`src/rtl/bisc_pkg.sv`:
```
// Package for the bounded integer set store: field widths, mode and status codes,
// and the control bundle broadcast along the row of entry cells.
// No dependencies.
`default_nettype none

package bisc_pkg;

   localparam int VALUE_W    = 32;
   localparam int MODE_W     = 2;
   localparam int POS_W      = 7;
   localparam int STATUS_W   = 4;
   localparam int COUNT_W    = 8;
   localparam int CAPACITY_W = 8;

   localparam logic [CAPACITY_W-1:0] CAPACITY_RESET = 8'd100;

   localparam logic [MODE_W-1:0] MODE_ADD    = 2'd0;
   localparam logic [MODE_W-1:0] MODE_DELETE = 2'd1;
   localparam logic [MODE_W-1:0] MODE_QUERY  = 2'd2;
   localparam logic [MODE_W-1:0] MODE_READ   = 2'd3;

   localparam logic [STATUS_W-1:0] STAT_ADDED    = 4'd0;
   localparam logic [STATUS_W-1:0] STAT_DUP      = 4'd1;
   localparam logic [STATUS_W-1:0] STAT_FULL     = 4'd2;
   localparam logic [STATUS_W-1:0] STAT_REMOVED  = 4'd3;
   localparam logic [STATUS_W-1:0] STAT_NOTFOUND = 4'd4;
   localparam logic [STATUS_W-1:0] STAT_PRESENT  = 4'd5;
   localparam logic [STATUS_W-1:0] STAT_ABSENT   = 4'd6;
   localparam logic [STATUS_W-1:0] STAT_READOK   = 4'd7;
   localparam logic [STATUS_W-1:0] STAT_EMPTY    = 4'd8;

   // Control broadcast to every cell in the row.
   typedef struct packed {
      logic               cmp_en;
      logic               add_en;
      logic               del_en;
      logic [VALUE_W-1:0] cmp_value;
      logic [VALUE_W-1:0] add_value;
   } cell_ctl_type;

   typedef enum logic [1:0] {
      IDLE = 2'b01,
      EXEC = 2'b10
   } state_type;

endpackage

`default_nettype wire

```
`src/rtl/bisc_cell.sv`:
```
// One entry cell of the set store row: holds one value, compares it against the
// broadcast key, and takes its upper neighbor's value when a delete closes a gap.
// Depends on bisc_pkg.
`default_nettype none

module bisc_cell
   import bisc_pkg::*;
#(
   parameter int INDEX = 0,
   parameter int IDX_W = 7,
   parameter int CNT_W = 8
) (
   input  wire logic               clock,
   input  wire logic               reset,
   input  wire cell_ctl_type       ctl,
   input  wire logic [CNT_W-1:0]   count,
   input  wire logic [IDX_W-1:0]   del_idx,
   input  wire logic [IDX_W-1:0]   rd_idx,
   input  wire logic [VALUE_W-1:0] next_entry,
   output logic      [VALUE_W-1:0] entry,
   output logic                    hit,
   output logic      [VALUE_W-1:0] rd_data
);

   logic [VALUE_W-1:0] entry_ff;
   logic [VALUE_W-1:0] entry_in;
   logic               hit_ff;
   logic               hit_in;
   logic               occupied;

   assign occupied = CNT_W'(INDEX) < count;

   always_comb begin
      hit_in   = hit_ff;
      entry_in = entry_ff;
      if (ctl.cmp_en) begin
         hit_in = occupied && (entry_ff == ctl.cmp_value);
      end
      if (ctl.add_en && (CNT_W'(INDEX) == count)) begin
         entry_in = ctl.add_value;
      end
      // Every cell at or above the removed one takes its neighbor's value.
      if (ctl.del_en && (IDX_W'(INDEX) >= del_idx)) begin
         entry_in = next_entry;
      end
   end

   always_ff @(posedge clock) begin
      entry_ff <= entry_in;
      if (reset) begin
         hit_ff <= 1'b0;
      end else begin
         hit_ff <= hit_in;
      end
   end

   assign entry   = entry_ff;
   assign hit     = hit_ff;
   assign rd_data = (IDX_W'(INDEX) == rd_idx) ? entry_ff : '0;

endmodule

`default_nettype wire

```
`config.mk`:
```
export PLATFORM = sky130hd
export DESIGN_NAME = bisc_cell
export DESIGN_NICKNAME = d
export VERILOG_FILES = /design/src/rtl/bisc_pkg.sv /design/src/rtl/bisc_cell.sv
export SDC_FILE = /design/constraint.sdc
export NUM_CORES = 1
export LEC_CHECK = 0
export BUFFER_PORTS_ARGS = -buffer_cell sky130_fd_sc_hd__buf_2
export CAP_MARGIN = 20
export CORE_ASPECT_RATIO = 0.6
export CORE_MARGIN = 2
export CORE_UTILIZATION = 35
export CTS_BUF_LIST = sky130_fd_sc_hd__clkbuf_8
export DETAILED_ROUTE_END_ITERATION = 6
export PLACE_DENSITY = 0.9
export SLEW_MARGIN = 10
export SYNTH_ARGS = -nofsm -noshare
export SYNTH_HDL_FRONTEND = slang
export SYNTH_SLANG_ARGS = --single-unit
```
`constraint.sdc`:
```
create_clock -name clock -period 1.9 [get_ports clock]
set_input_delay 0.095 -clock clock [delete_from_list [all_inputs] [get_ports clock]]
set_output_delay 0.095 -clock clock [all_outputs]
set_load 0.01 [all_outputs]
```
Yosys cells after proc, flatten, opt, wreduce, memory -nomap -nowiden

Cells that the tools add are included.

Word-level logic and storage cells: 14
Bits in writable memories: 0
Input port bits: 123
Bits in latches: 0
Bits in read-only memories: 0
Memories kept: 0
Output and inout bits: 65
Register bits after elaboration: 33

Equality and inequality tests: 1
Divide/modulo/power cells: 0
$mul: 0
Bitwise gates (word level): 0
Reductions and logical operators: 6
$lt $le $gt $ge: 2
Add/sub/neg operators: 0
Multiplexer cells: 3
Shift operators: 0

Operator list:

| operator                                                                            | count |
|---|---|
| 32-bit two-way mux                                                                  | 3 |
| 32-bit equality test                                                                | 1 |
| 8-bit logical NOT                                                                   | 1 |
| 1-bit by 8-bit < comparator with 1-bit output (first input constant)                | 1 |
| 1-bit by 7-bit greater-or-equal comparator with 1-bit output (first input constant) | 1 |
| 7-bit logical NOT                                                                   | 1 |
| 1-bit logical AND                                                                   | 3 |
| 2-bit nonzero test                                                                  | 1 |

Logic depth before layout (Yosys ltp)

Gate-level depths: netlist of the first run.

Depth after elaboration: 4
Gate-level depth with buffers: 5
Depth with buffers taken out: 5

Least setup slack after synthesis of the first run

Ideal clock, no wire load.

Kind: input to register
From: in count[3]
To: reg entry_ff[0] (netlist: entry[0]) (enable)
Stages on the path: 4
Data arrival time: 1.498 ns
Path slack: 0.012 ns
Setup time: 0.389 ns
Required time: 1.511 ns
Path through: or4_1 nor2_1 nand2_1 nand2_1

Longest elaborated chain between the ends: 3

Ends and longest elaborated chain:

| item                                | RTL line        | source |
|---|---|---|
| start: declaration                  | bisc_cell.sv:16 | `input wire logic [CNT_W-1:0] count,` |
| 8-bit logical NOT                   | bisc_cell.sv:39 | `if (ctl.add_en && (CNT_W'(INDEX) == count)) begin` |
| 1-bit logical AND                   | bisc_cell.sv:39 |  |
| 2-bit nonzero test (no source line) | --              |  |
| end signal: assignment              | bisc_cell.sv:49 | `entry_ff <= entry_in;` |
| end: declaration                    | bisc_cell.sv:25 | `logic [VALUE_W-1:0] entry_ff;` |

No other way between the ends.
A chain may end at the register's enable or synchronous reset.

Final worst setup path of the first run

From: in rd_idx[2]
To: out rd_data[15]

Longest elaborated chain between the ends: 2

Ends and longest elaborated chain:

| item               | RTL line        | source |
|---|---|---|
| start: declaration | bisc_cell.sv:18 | `input wire logic [IDX_W-1:0] rd_idx,` |
| 7-bit logical NOT  | bisc_cell.sv:59 | `assign rd_data = (IDX_W'(INDEX) == rd_idx) ? entry_ff : '0;` |
| 32-bit two-way mux | bisc_cell.sv:59 |  |
| end: declaration   | bisc_cell.sv:22 | `output logic [VALUE_W-1:0] rd_data` |

No other way between the ends.

==> results of run 1 <==
==> stage by stage <==
stage	std cells	util [%]	setup WS (ns)	instance area, µm²
floorplan	160	-	0.0124	2040
global placement	424	55.1	0.327	3080
detailed placement	424	55.1	0.284	3080
CTS	432	57.0	0.256	3190
global route	432	57.0	0.215	3190
finish	432	57.0	0.283	3190
==> kinds of logic (layout without fill, tap and decap cells) <==
kind of cell / count (synthesis) / after routing / synth area share [%]
xor gates and xnor gates: 32 / 32 / 13.7
muxes: 32 / 32 / 17.6
buffers and inverters: 6 / 198 / 1.47
DFF: 33 / 33 / 48.0
AOI/OAI and AO/OA: 1 / 1 / 0.245
and+or+nand+nor: 56 / 56 / 18.9
==> placed cells by master, fill, tap and decap left out, types with 2 or more instances in the layout <==
cell type,count
xor2_1,16
nand3_1,2
mux2_2,32
buf_2,187
and2_2,21
nand4_1,4
nor2_1,2
buf_4,2
xnor2_1,16
nand2_1,4
and2_1,11
nor4b_1,2
nor4_1,5
clkbuf_8,5
or4_1,2
edfxtp_1,32
==> cell usage after synthesis (all sizes together) <==
cell type / count / share of area (%)
and2: 32 / 11
buf: 3 / 0.74
clkbuf: 3 / 0.74
dfxtp: 1 / 0.98
edfxtp: 32 / 47
mux2: 32 / 18
nand2: 4 / 0.74
nand3: 2 / 0.49
nand4: 4 / 1.2
nor2: 2 / 0.37
nor3: 1 / 0.24
nor4: 6 / 2.6
nor4b: 2 / 0.86
o21ai: 1 / 0.24
or4: 3 / 1.3
xnor2: 16 / 6.9
xor2: 16 / 6.9
==> layout make-up <==
type / instances / area [µm²] / area share, %
clock buffer: 5 / 68.8 / 2.16
tap: 80 / 100 / 3.14
timing repair buffer: 190 / 971 / 30.4
clock inverter: 3 / 37.5 / 1.18
multi-input combinational: 121 / 1030 / 32.3
sequential: 33 / 981 / 30.8
==> worst paths after layout <==
kind                   from          end  slack, ns  cells past startpoint
setup reg to reg  entry[10]          hit       0.32                      5
setup / recovery  rd_idx[2]  rd_data[15]       0.28                      6
hold / removal      ctl[31]    entry[31]       0.11                      2
hold reg to reg         hit          hit       0.51                      2
==> metal layers <==
layer / vias up / GRT usage, % / routed length (µm)
li1: 954 / - / -
met3: 4 / 4.55 / 490
met5: - / 0 / 0
met2: 97 / 29.7 / 2800
met1: 916 / 22.4 / 2710
met4: 0 / 3.50 / 32
==> state kept, by name (all words and copies together), names as in the netlist <==
name   cells
entry     32
hit        1
==> critical path, stage by stage <==
cell and delay, ns:
buf_2 0.10, or4_4 0.53, nor4_4 0.14, buf_4 0.32
and2_2 0.20, buf_2 0.12
==> report_power, final <==
part,internal (µW),switching [µW]
logic,143,75.7
registers,802,3.58
clock network,382,249
total,1330,329
==> impl_results.md, run 1 <==
* Initial DRT Pass Iterations at 4
* Cell Rows at 21
* Total clock buffers created by CTS at 5
* Area Growth Syn to Fin at 56.2%
* RSZ-0062 raised after global routing: no
* Total Power at 1660 µW
* ANT nets after route at 0
* Hold Path Class: in2reg
* Crit-path max FO at 32
* H-tree depth at 2
* Min cycle time layout at 1.62 ns
* Vias in the first global route at 1883
* CTS Sinks at 33
* Root buf cell: clkbuf_8
* Remaining Overflow, GRT at 0
* MaxCap Viol Count at 0
* Io pins at 188
* Netlist Area Pre-Place at 2040 µm²
* Fill cells at 495
* Wire per inst at about 14 µm
* Power Dens Cells at 519 nW/µm²
* Max_slew headroom at 70.5%
* Clock-pin slew on the worst setup and hold paths at about 0.07 ns
* TNS Setup at 0 ns
* WP data required at 1.80 ns
* Max-slew violations at 0
* Final Hold Fails at 0
* RePlAce Congestion at between 0.7 and 0.8
* Initial antenna violation count at 0
* Clk_lat worst skew at 0.27 ns
* Total core area at 5600 µm²
* Hold Buf Count CTS at 0
* Final Cycle Share at between 80% and 90%
* Worst vdd ir at approximately 0.00037 V
* Worst path arrival time at 1.52 ns
* Total GRT Usage at 17.5%
* Worst hold margin at 0.113 ns
* DIE WIDTH at 103 µm
* Diode count at 0
* Initial core utilization at 36.5%
* Max Buffers Root-to-Sink at 2
* Synthesized flop and latch total at 33
* Sequential fraction of the synthesis area at 48.0%
* CTS tree: done
* Setup Skew at 0.00497 ns
* Startpoint types: input port
* Final setup viols at 0
* Avg Cell Area, Syn at 12.8 µm²
* Warning count from the yosys run at 0
* Layout Nets at 474
* Fmax at 0.618 GHz
* Hpwl dp at 4.79 mm
* Leak at 0.00154 µW
* Drc violations at 0
* Worst-Margin Slew at 0.443 ns
* Post_cts resized at 0
* First-pass GRT wire length at approximately 8.7 mm
* Status: finished clean
* Element type at the critical path end: output pin
* Synth Instances at 160
* DRT iter0 DRCs at 39
* Die area at 6480 µm²
* Synth unique cells at 20
* Die span in y at 63.2 µm
* Final wirelength at around 6 mm
* Share of layout cells above drive strength 1 at 71.3%
* WS Path Type: in2out
* Via count at 1971
* Vias per inst at 4.56
* Largest net degree at the start of global routing at 34
* Post-CTS setup repair buffer count at 0
* Mapped Nets at roughly 280
* Port-buffer cells at 187
Note: power is estimated with default switching activity, not from simulation.
==> run 2, diff against run 1 <==
- CELL_PAD_IN_SITES_DETAIL_PLACEMENT: not set -> 1
- CELL_PAD_IN_SITES_GLOBAL_PLACEMENT: not set -> 1
- CORE_UTILIZATION: 35 -> 24
- GPL_TIMING_DRIVEN: not set -> 0
- PLACE_DENSITY: 0.9 -> 0.88
==> impl_results.md, run 2 (synthesis results as in run 1) <==
* Status: finished clean
* TNS Setup at 0 ns
* Fmax at just under 0.6 GHz
* Clk_lat worst skew at 0.29 ns
* Most common cell after layout, fill and taps aside: buf_2
* R2r setup slk at 0.26 ns
* CTS Sinks at 33
* ANT nets after route at 0
* Critical path's slowest cell: or4_4
* WP data required at approximately 1.8 ns
* Element type at the critical path end: output pin
* M2 GR Usage at 28.2%
* Worst path arrival time at 1.63 ns
* Max reg flops at 32
* CP bufs+invs at 3
* Initial DRT Pass Iterations at 3
* Leak at approximately 0.0015 µW
* Via count at between 2000 and 2500
* Layout Nets at 477
* Worst vdd ir at 0.000214 V
* Crit-path max FO at 10
* Hold endpoint: hit
* Cells along the critical path: buf_2 > or4_4 > nor4_4 > clkbuf_2 > and2_1 > buf_2
* DIE WIDTH at 123 µm
* Max-slew violations at 0
* Worst Hold Path Cells at 4
* DRT iter0 DRCs at 32
* Worst-Margin Slew at roughly 0.48 ns
* Io pins at between 150 and 200
* Post-CTS setup repair buffer count at 0
* Min cycle time layout at 1.72 ns
* Total GRT Usage at between 10% and 20%
* Final setup viols at 0
* Worst hold start: ctl[66]
* Max incr delay on CP at 0.54 ns
* Root buf cell: clkbuf_8
* Register area at slightly below 1000 µm²
* Placed cells at 459
* RR Startpoint: entry[1]
* Placed cell areas at between 3000 and 4000 µm²
* Hpwl dp at 6.11 mm
* CTS tree: done
* Final wirelength at 7.62 mm
* Diode count at 0
* First-pass GRT wire length at 10.7 mm
* Hold Path Class: in2reg
* Wire per inst at between 15 and 20 µm
* WS Path Type: in2out
* Share of layout cells above drive strength 1 at 71.5%
* Largest net degree at the start of global routing at 33
* Initial antenna violation count at 0
* RSZ-0062 raised after global routing: no
* Setup Skew at 0.00619 ns
* Fill cells at about 1000
* RePlAce Congestion at 0.797
* Top Family by Delay on Critical Path: simple AND/OR/NAND/NOR gates
* Fin cells at 467
* Cell Rows at 26
* H-tree depth at 2
* Total clock buffers created by CTS at 5
* GR met3 Demand/Resource at 4.72%
* Grt peak-use layer: met2
* Die area at 9290 µm²
* Critical path launch point: rd_idx[2]
* Final Hold Fails at 0
* Area Growth Syn to Fin at 57.0%
* Port-buffer cells at 187
* Max_slew headroom at 67.9%
* Clock-pin slew on the worst setup and hold paths at 0.08 ns
* Most frequent cells in the layout: buf_2, mux2_2, edfxtp_1
* Multi-input gate area at 1040 µm²
* Design Area, Final at 3210 µm²
* Most frequent CP cell: buf_2
* Die span in y at 75.5 µm
* R2R cell count at 5
* Worst hold margin at roughly 0.093 ns
* Initial core utilization at 24.3%
* Drc violations at 0
* Total core area at 8390 µm²
* Startpoint types: input port
* Vias per inst at 4.33
* GRT met1 Usage at slightly below 20%
* MaxCap Viol Count at 0
* Total Power at 1550 µW
* Power Dens Cells at 483 nW/µm²
* Worst R2R End: hit
* Vias in the first global route at 2053
* Max Buffers Root-to-Sink at 2
* Final Cycle Share at 90.6%
* Remaining Overflow, GRT at 0
==> run 2: timing repair <==
item                                    CTS  global route
hold buffers                              0             0
endpoints found under the setup margin    0             4
resized for setup                         0             1
==> run 2: worst max-delay path by stage <==
| stage | to | slack [ns] | cells past startpoint |
|---|---|---|---|
| floorplan | entry[0] | 0.01 | 4 |
| finish | rd_data[9] | 0.18 | 6 |
| global route | rd_data[28] | 0.07 | 6 |
| detailed placement | entry[3] | -0.20 | 5 |
| CTS | entry[3] | 0.10 | 5 |
| global placement | entry[5] | -0.59 | 5 |
==> run 2: worst min-delay path: stages <==
cell	delay [ns]
buf_2	0.08
nor2_1	0.04
nand2_1	0.05
o21ai_0	0.06
==> run 2: routing by layer <==
| layer | vias to the layer above | part of all wire, % | routed length (µm) |
|---|---|---|---|
| met5 | - | 0 | 0 |
| met4 | 0 | 0.28 | 21 |
| met3 | 2 | 8.5 | 650 |
| met2 | 106 | 48 | 3680 |
| met1 | 950 | 43 | 3270 |
| li1 | 964 | - | - |
==> run 2: cell type report <==
type	count	area share, %
buffer	6	0.937
clock buffer	5	2.15
clock inverter	3	0.351
multi-input combinational	121	32.4
sequential	33	30.6
tap	112	4.37
timing repair buffer	187	29.2
==> run 2: stage by stage <==
| stage | worst slack, ns | utilization [%] |
|---|---|---|
| after floorplan | 0.0124 | - |
| after global placement | -0.592 | 37.1 |
| after detailed placement | -0.202 | 37.2 |
| after CTS | 0.101 | 38.1 |
| after global routing | 0.0666 | 38.2 |
| final | 0.178 | 38.2 |
==> run 2: report_power, final <==
part           leakage, µW  switching, µW  internal, µW
registers         0.000296           3.42           801
clock network    0.0000519            276           245
logic              0.00119           79.0           143
==> run 3, diff against run 2 <==
--- a/config.mk
+++ b/config.mk
@@ -16,4 +16,6 @@
 export DETAILED_ROUTE_END_ITERATION = 6
+export GPL_ROUTABILITY_DRIVEN = 0
 export GPL_TIMING_DRIVEN = 0
 export PLACE_DENSITY = 0.88
+export REMOVE_ABC_BUFFERS = 1
 export SLEW_MARGIN = 10
==> constraint.sdc (replaced) <==
create_clock -name clock -period 1.9 [get_ports clock]
set_input_delay 0.38 -clock clock [delete_from_list [all_inputs] [get_ports clock]]
set_output_delay 0.38 -clock clock [all_outputs]
set_load 0.01 [all_outputs]
==> impl_results.md, run 3 (synthesis results as in run 1) <==
* Share of layout cells above drive strength 1 at 73.5%
* Total core area at 8390 µm²
* Vias in the first global route at 1957
* Clk_lat worst skew at 0.28 ns
* Via count at 2032
* Initial DRT Pass Iterations at 4
* Hpwl dp at around 5.7 mm
* Hold endpoint: hit
* RR Startpoint: entry[29]
* Most frequent cells in the layout: buf_2, mux2_2, edfxtp_1
* Diode count at 0
* Die area at 9290 µm²
* Util after Layout at 41.7%
* Worst hold start: ctl[66]
* H-tree depth at 2
* CP bufs+invs at 4
* Worst Hold Path Cells at 4
* Area Growth Syn to Fin at 71.2%
* Setup Skew at between 0.005 and 0.006 ns
* CTS Sinks at 33
* Crit-path max FO at 12
* DR top layer: met4
* Leak at 0.00160 µW
* Most frequent CP cell: buf_6
* Fill cells at 973
* Initial antenna violation count at 0
* Final setup viols at 32
* Die span in y at 75.5 µm
* Cell Rows at 26
* Largest net degree at the start of global routing at 34
* Most common cell after layout, fill and taps aside: buf_2
* Wire per inst at between 15 and 20 µm
* DRT iter0 DRCs at 30
* Final worst slack at -0.239 ns
* Startpoint types: input port
* Io pins at about 190
* WS Path Type: in2out
* Fmax at around 0.47 GHz
* Failing checks: negative setup slack
* Status: complete, but fails checks
* Max Buffers Root-to-Sink at 2
* Final Cycle Share at 113%
* Met3 WL post-DR at between 700 and 800 µm
* Min cycle time layout at 2.14 ns
* Initial core utilization at 24.3%
* Top Family by Delay on Critical Path: simple AND/OR/NAND/NOR gates
* Element type at the critical path end: output pin
* Worst vdd ir at 0.000200 V
* Max_slew headroom at 61.7%
* WL met2 at 4.05 mm
* Met1 WL at around 3.2 mm
* Port-buffer cells at 187
* Max reg flops at 32
* R2R cell count at 5
* RSZ-0062 raised after global routing: yes
* Worst-Margin Slew at between 0.5 and 0.6 ns
* Total clock buffers created by CTS at 5
* Total GRT Usage at 14.0%
* Cells along the critical path: buf_6 > or4_4 > nor4_4 > buf_6 > buf_8 > and2_2 > buf_6
* ANT nets after route at 0
* Total Power at between 1500 and 2000 µW
* Fin cells at around 470
* Hold Path Class: in2reg
* Power Dens Cells at 484 nW/µm²
* R2r setup slk at around 0.3 ns
* WP data required at around 1.5 ns
* Max incr delay on CP at 0.54 ns
* Vias per inst at 4.35
* Critical path's slowest cell: or4_4
* Root buf cell: clkbuf_8
* Drc violations at 0
* Max-slew violations at 0
* DIE WIDTH at between 100 and 150 µm
* Final wirelength at 8.02 mm
* MaxCap Viol Count at 0
* Remaining Overflow, GRT at 0
* Placed cells at 454
* First-pass GRT wire length at 9.70 mm
* Layout Nets at approximately 480
* Worst path arrival time at 1.76 ns
* CTS tree: done
* TNS Setup at -7.16 ns
* Worst R2R End: hit
* Clock-pin slew on the worst setup and hold paths at 0.07 ns
* Final Hold Fails at 0
[run 3: how the worst max path moves through the flow]
stage,from,end,slack [ns],cells after the start
6_report,rd_idx[2],rd_data[16],-0.24,7
5_1_grt,rd_idx[2],rd_data[23],-0.29,7
4_1_cts,rd_idx[2],rd_data[27],-0.30,6
3_5_place_dp,del_idx[2],entry[14],-0.89,4
3_3_place_gp,ctl[64],entry[14],-1.72,4
2_1_floorplan,del_idx[2],entry[0],-0.73,3
[run 3: stage by stage]
step | cell area (µm²) | setup slack, ns | hold slack [ns]
final | 3500 | -0.239 | 0.377
after global routing | 3500 | -0.293 | 0.385
after CTS | 3250 | -0.297 | 0.367
after detailed placement | 3100 | -0.885 | 0.445
after global placement | 3090 | -1.72 | 0.438
after floorplan | 2010 | -0.725 | 0.483
[run 3: final cells by class]
type	instances	area [µm²]	area share [%]
multi-input cells	122	1090	31.3
clock inverters	3	37.5	1.07
repair buffers	192	1170	33.6
well taps	112	140	4.01
clock buffers	5	68.8	1.97
flip-flops and latches	33	981	28.1
[run 3: power by group]
part,internal [µW],total (µW),switching [µW]
clock,382,654,272
combinational,149,232,83.7
sequential,801,805,3.57
[run 3: what timing repair did]
action | in CTS | in global routing
gates cloned | 0 | 3
pin swaps | 3 | 1
buffers inserted | 1 | 1
resized for setup | 5 | 44
hold buffers | 0 | 0
setup endpoints to repair | 96 | 65
[run 3: worst reg2reg max path: stages (launching register included)]
cell,delay (ns)
edfxtp_1,0.46
xnor2_1,0.19
nand4_1,0.15
nor4_2,0.47
nand3_1,0.12
o21ai_0,0.14
[run 3: layer usage]
layer,vias up,GRT usage [%]
li1,964,-
met1,959,16.8
met2,107,25.0
met3,2,4.57
met4,0,2.65
met5,-,0
